$ cat config.mk
export PLATFORM = sky130hd
export DESIGN_NAME = sti_fmul
export DESIGN_NICKNAME = d
export VERILOG_FILES = /design/src/rtl/sti_pkg.sv /design/src/rtl/sti_fmul.sv
export SDC_FILE = /design/constraint.sdc
export NUM_CORES = 2
export LEC_CHECK = 0
export ABC_CLOCK_PERIOD_IN_PS = 10550
export BUFFER_PORTS_ARGS = -buffer_cell sky130_fd_sc_hd__buf_4
export CAP_MARGIN = 20
export CORE_ASPECT_RATIO = 1.75
export CORE_MARGIN = 1
export CORE_UTILIZATION = 60
export DETAILED_ROUTE_END_ITERATION = 10
export PLACE_DENSITY = 0.78
export SLEW_MARGIN = 30
export SYNTH_ARGS = -nofsm -noshare
export SYNTH_HDL_FRONTEND = slang
export SYNTH_SLANG_ARGS = --single-unit
$ cat constraint.sdc
create_clock -name clk -period 10.55 [get_ports clk]
set_input_delay 1.5825 -clock clk [delete_from_list [all_inputs] [get_ports clk]]
set_output_delay 1.5825 -clock clk [all_outputs]
set_load 0.01 [all_outputs]
$ cat src/rtl/sti_pkg.sv
// Package for the segment trace intercept unit: widths, defaults and the shared result type.
// No dependencies.
`timescale 1ns / 1ps
package sti_pkg;
	localparam int unsigned WORD_W         = 32;
	localparam int unsigned PRESHIFT_DEF   = 8;
	localparam int unsigned FRAC_BITS_DEF  = 16;

	// Result fields carried down the pipeline.
	typedef struct packed {
		logic               crossed;
		logic               fault;
		logic               bypass;
		logic signed [31:0] frac;
	} res_t;
endpackage

$ cat src/rtl/sti_fmul.sv
// Registered fixed-point multiply: (a*b) >>> FRAC_BITS kept to 32 bits.
// Depends on sti_pkg.
`timescale 1ns / 1ps
module sti_fmul #(
	parameter int unsigned FRAC_BITS = sti_pkg::FRAC_BITS_DEF
) (
	input  logic               clk,
	input  logic               en,
	input  logic signed [31:0] a,
	input  logic signed [31:0] b,
	output logic signed [31:0] p
);
	logic signed [63:0] prod;
	assign prod = a * b;
	always_ff @(posedge clk) begin
		if (en) begin
			p <= 32'(prod >>> FRAC_BITS);
		end
	end
endmodule

==> impl_metrics.toml <==
[clocking]
cts_resized = 0
clk_pin_slew_worst_paths_ps = 60
cts_buffer_depth = 2
cts_tree = "yes"
hold_buffers = 0
postCtsSetupBuffers = 0
htree_levels = 2
cts_inserted_buffers = 5
cts-root-buf = "clkbuf_16"
cts_sinks = 32

[floorplan]
core_mm2 = 0.0486
die_h_um = 295
start_util = 0.607
dieWidth_um = 170
rows = 107
io-pin-count = 98
dieArea_mm2 = 0.0501

[place]
hpwlAfterDp_mm = 64.6
placed_area_mm2 = 0.0304
place_inst = 3689
port-buffer-count = 97
pre_cts_ws_ps = 1420
gp_congestion = 0.924

[logic_synthesis]
synth_ff_type = "edfxtp_1"
seq_area_frac_synth = 0.0326
syn_nets = 4173
async_flop_share = 0
postSynthCellCount = 3106
netlist_area_mm2 = 0.0295
ys_warn_count = 0
synth_cell_type_count = 48
yosys-top-cells-area = "fa_1, inv_1, and2_1"
synth_edf_count = 32
syn_area_per_cell_um2 = 9.50
yosys_register_bits = 32
yosysTopAreaCellShare = 0.568
yosysTopAreaCell = "fa_1"

[flow_run]
maxCapViolations = 0

[global_routing]
grt_pass1_wl_mm = 126
antenna_found_initial = 1
grt_overflow = 0
grt_pass1_vias = 24600
grt_usage = 0.337
grt_max_degree = 34

[cells_and_area]
areaGrowthSynthToFinish_pct = 3.54
stdcell_area_mm2 = 0.0306
final_common_cell = "fa_1"
top_register = "p"
fin_cells = 3696
layout_common_cells = "fa_1, inv_1, and2_1"
drive_gt1_frac = 0.0398
n_antenna_cell = 0
reg_top3 = "p (32)"
num-fill-cells = 3882
final_nets = 4109
largest_reg_flops = 32

[sta]
hold_viol = 0
grt_setup_unrepaired = "false"
maxSlewViolCount = 0
slew_headroom = 0.484
min_period_over_period = 0.837
fmax_mhz = 113
setup_tns_ps = 0
fin_ws_ps = 1710
setup_viol = 0
fin_crit_ps = 8840
worst_pin_slew_ps = 771

[detailed_routing]
drc = 0
viasPerCell = 5.66
drt_wl_total_mm = 78.8
postRouteAntennaNets = 0
num_vias = 20900
wl_per_cell_um = 21.3
initialDrtViolationCount = 1131
dr.pass1.iters = 5

[outcome]
status = "complete, no violations"

[hold_path]
min_path_type = "in -> reg"

[worst_setup_path]
cp-start-kind = "input port"
cp-endpoint = "p[29]$_DFFE_PP_"
crit_start = "a[16]"
crit_type = "in -> reg"
worstPathMaxFanout = 32
worst-endpoint-arrival_ps = 8890
endpoint_kind = "register"
cp.required_ps = 10610
-- final cells by class --
class,count,area [um^2],share of cell area
clock buffers,5,125,0.00409
clock inverters,2,12.5,0.000409
inverters,786,2950,0.0965
multi-input cells,2120,25000,0.817
flip-flops and latches,32,961,0.0314
well taps,654,818,0.0268
repair buffers,97,728,0.0238
-- synthesized netlist by cell type, drive strengths merged, types with 2 or more instances --
| cell type | n |
|---|---|
| inv | 786 |
| xor2 | 17 |
| a221oi | 3 |
| a21o | 14 |
| o221ai | 2 |
| fa | 838 |
| nand4 | 5 |
| buf | 2 |
| nor4 | 2 |
| nor2 | 21 |
| nor2b | 11 |
| and3 | 2 |
| clkbuf | 166 |
| nand2 | 438 |
| edfxtp | 32 |
| a21oi | 26 |
| o21bai | 5 |
| and2 | 463 |
| nand3 | 3 |
| nor3 | 3 |
| a41oi | 4 |
| o21a | 2 |
| nand2b | 9 |
| o21ai | 19 |
| ha | 163 |
| a211oi | 5 |
| xnor2 | 54 |
-- per-stage QoR --
| step | utilization | hold WS [ps] |
|---|---|---|
| 2_1_floorplan | - | 1700 |
| 3_3_place_gp | 0.626 | 1990 |
| 3_5_place_dp | 0.626 | 1990 |
| 4_1_cts | 0.629 | 1790 |
| 5_1_grt | 0.629 | 1790 |
| 6_report | 0.629 | 1780 |
-- cells by family (layout without fill, tap and decap cells) --
logic type	after synthesis	count (layout)	share of synthesized area
compound gates	87	87	0.0221
xor+xnor	71	71	0.0211
fa+ha+maj	1001	1001	0.638
buf+inv	954	890	0.122
flops	32	32	0.0326
simple gates	961	961	0.165
-- per-layer routing --
| metal | part of all wire | track usage |
|---|---|---|
| met5 | 0 | 0 |
| met4 | 0.091 | 0.267 |
| met3 | 0.060 | 0.0530 |
| met2 | 0.55 | 0.628 |
| met1 | 0.30 | 0.326 |
-- worst min-delay path by stage --
stage	to	slack, ps	cells past startpoint	startpoint
6_report	p[31]$_DFFE_PP_	1780	1	en
5_1_grt	p[31]$_DFFE_PP_	1790	1	en
4_1_cts	p[31]$_DFFE_PP_	1790	1	en
3_5_place_dp	p[8]	1990	1	p[8]$_DFFE_PP_
3_3_place_gp	p[8]	1990	1	p[8]$_DFFE_PP_
2_1_floorplan	p[0]$_DFFE_PP_	1700	0	en
-- critical path, stage by stage --
cell and delay [ps]:
buf_4 390, nand2_1 160, fa_1 560, fa_1 540, fa_1 580, fa_1 470, fa_1 560, inv_1 50
fa_1 460, fa_1 520, fa_1 450, ha_1 390, nand2_1 90, o21ai_2 280, a41oi_1 170, a211oi_4 690
a2111oi_4 190, o21ai_2 250, nand3_2 150, a311o_1 340
Power is not shown: default switching activity piles up to over one toggle a cycle in this logic, so the estimate is an artifact.
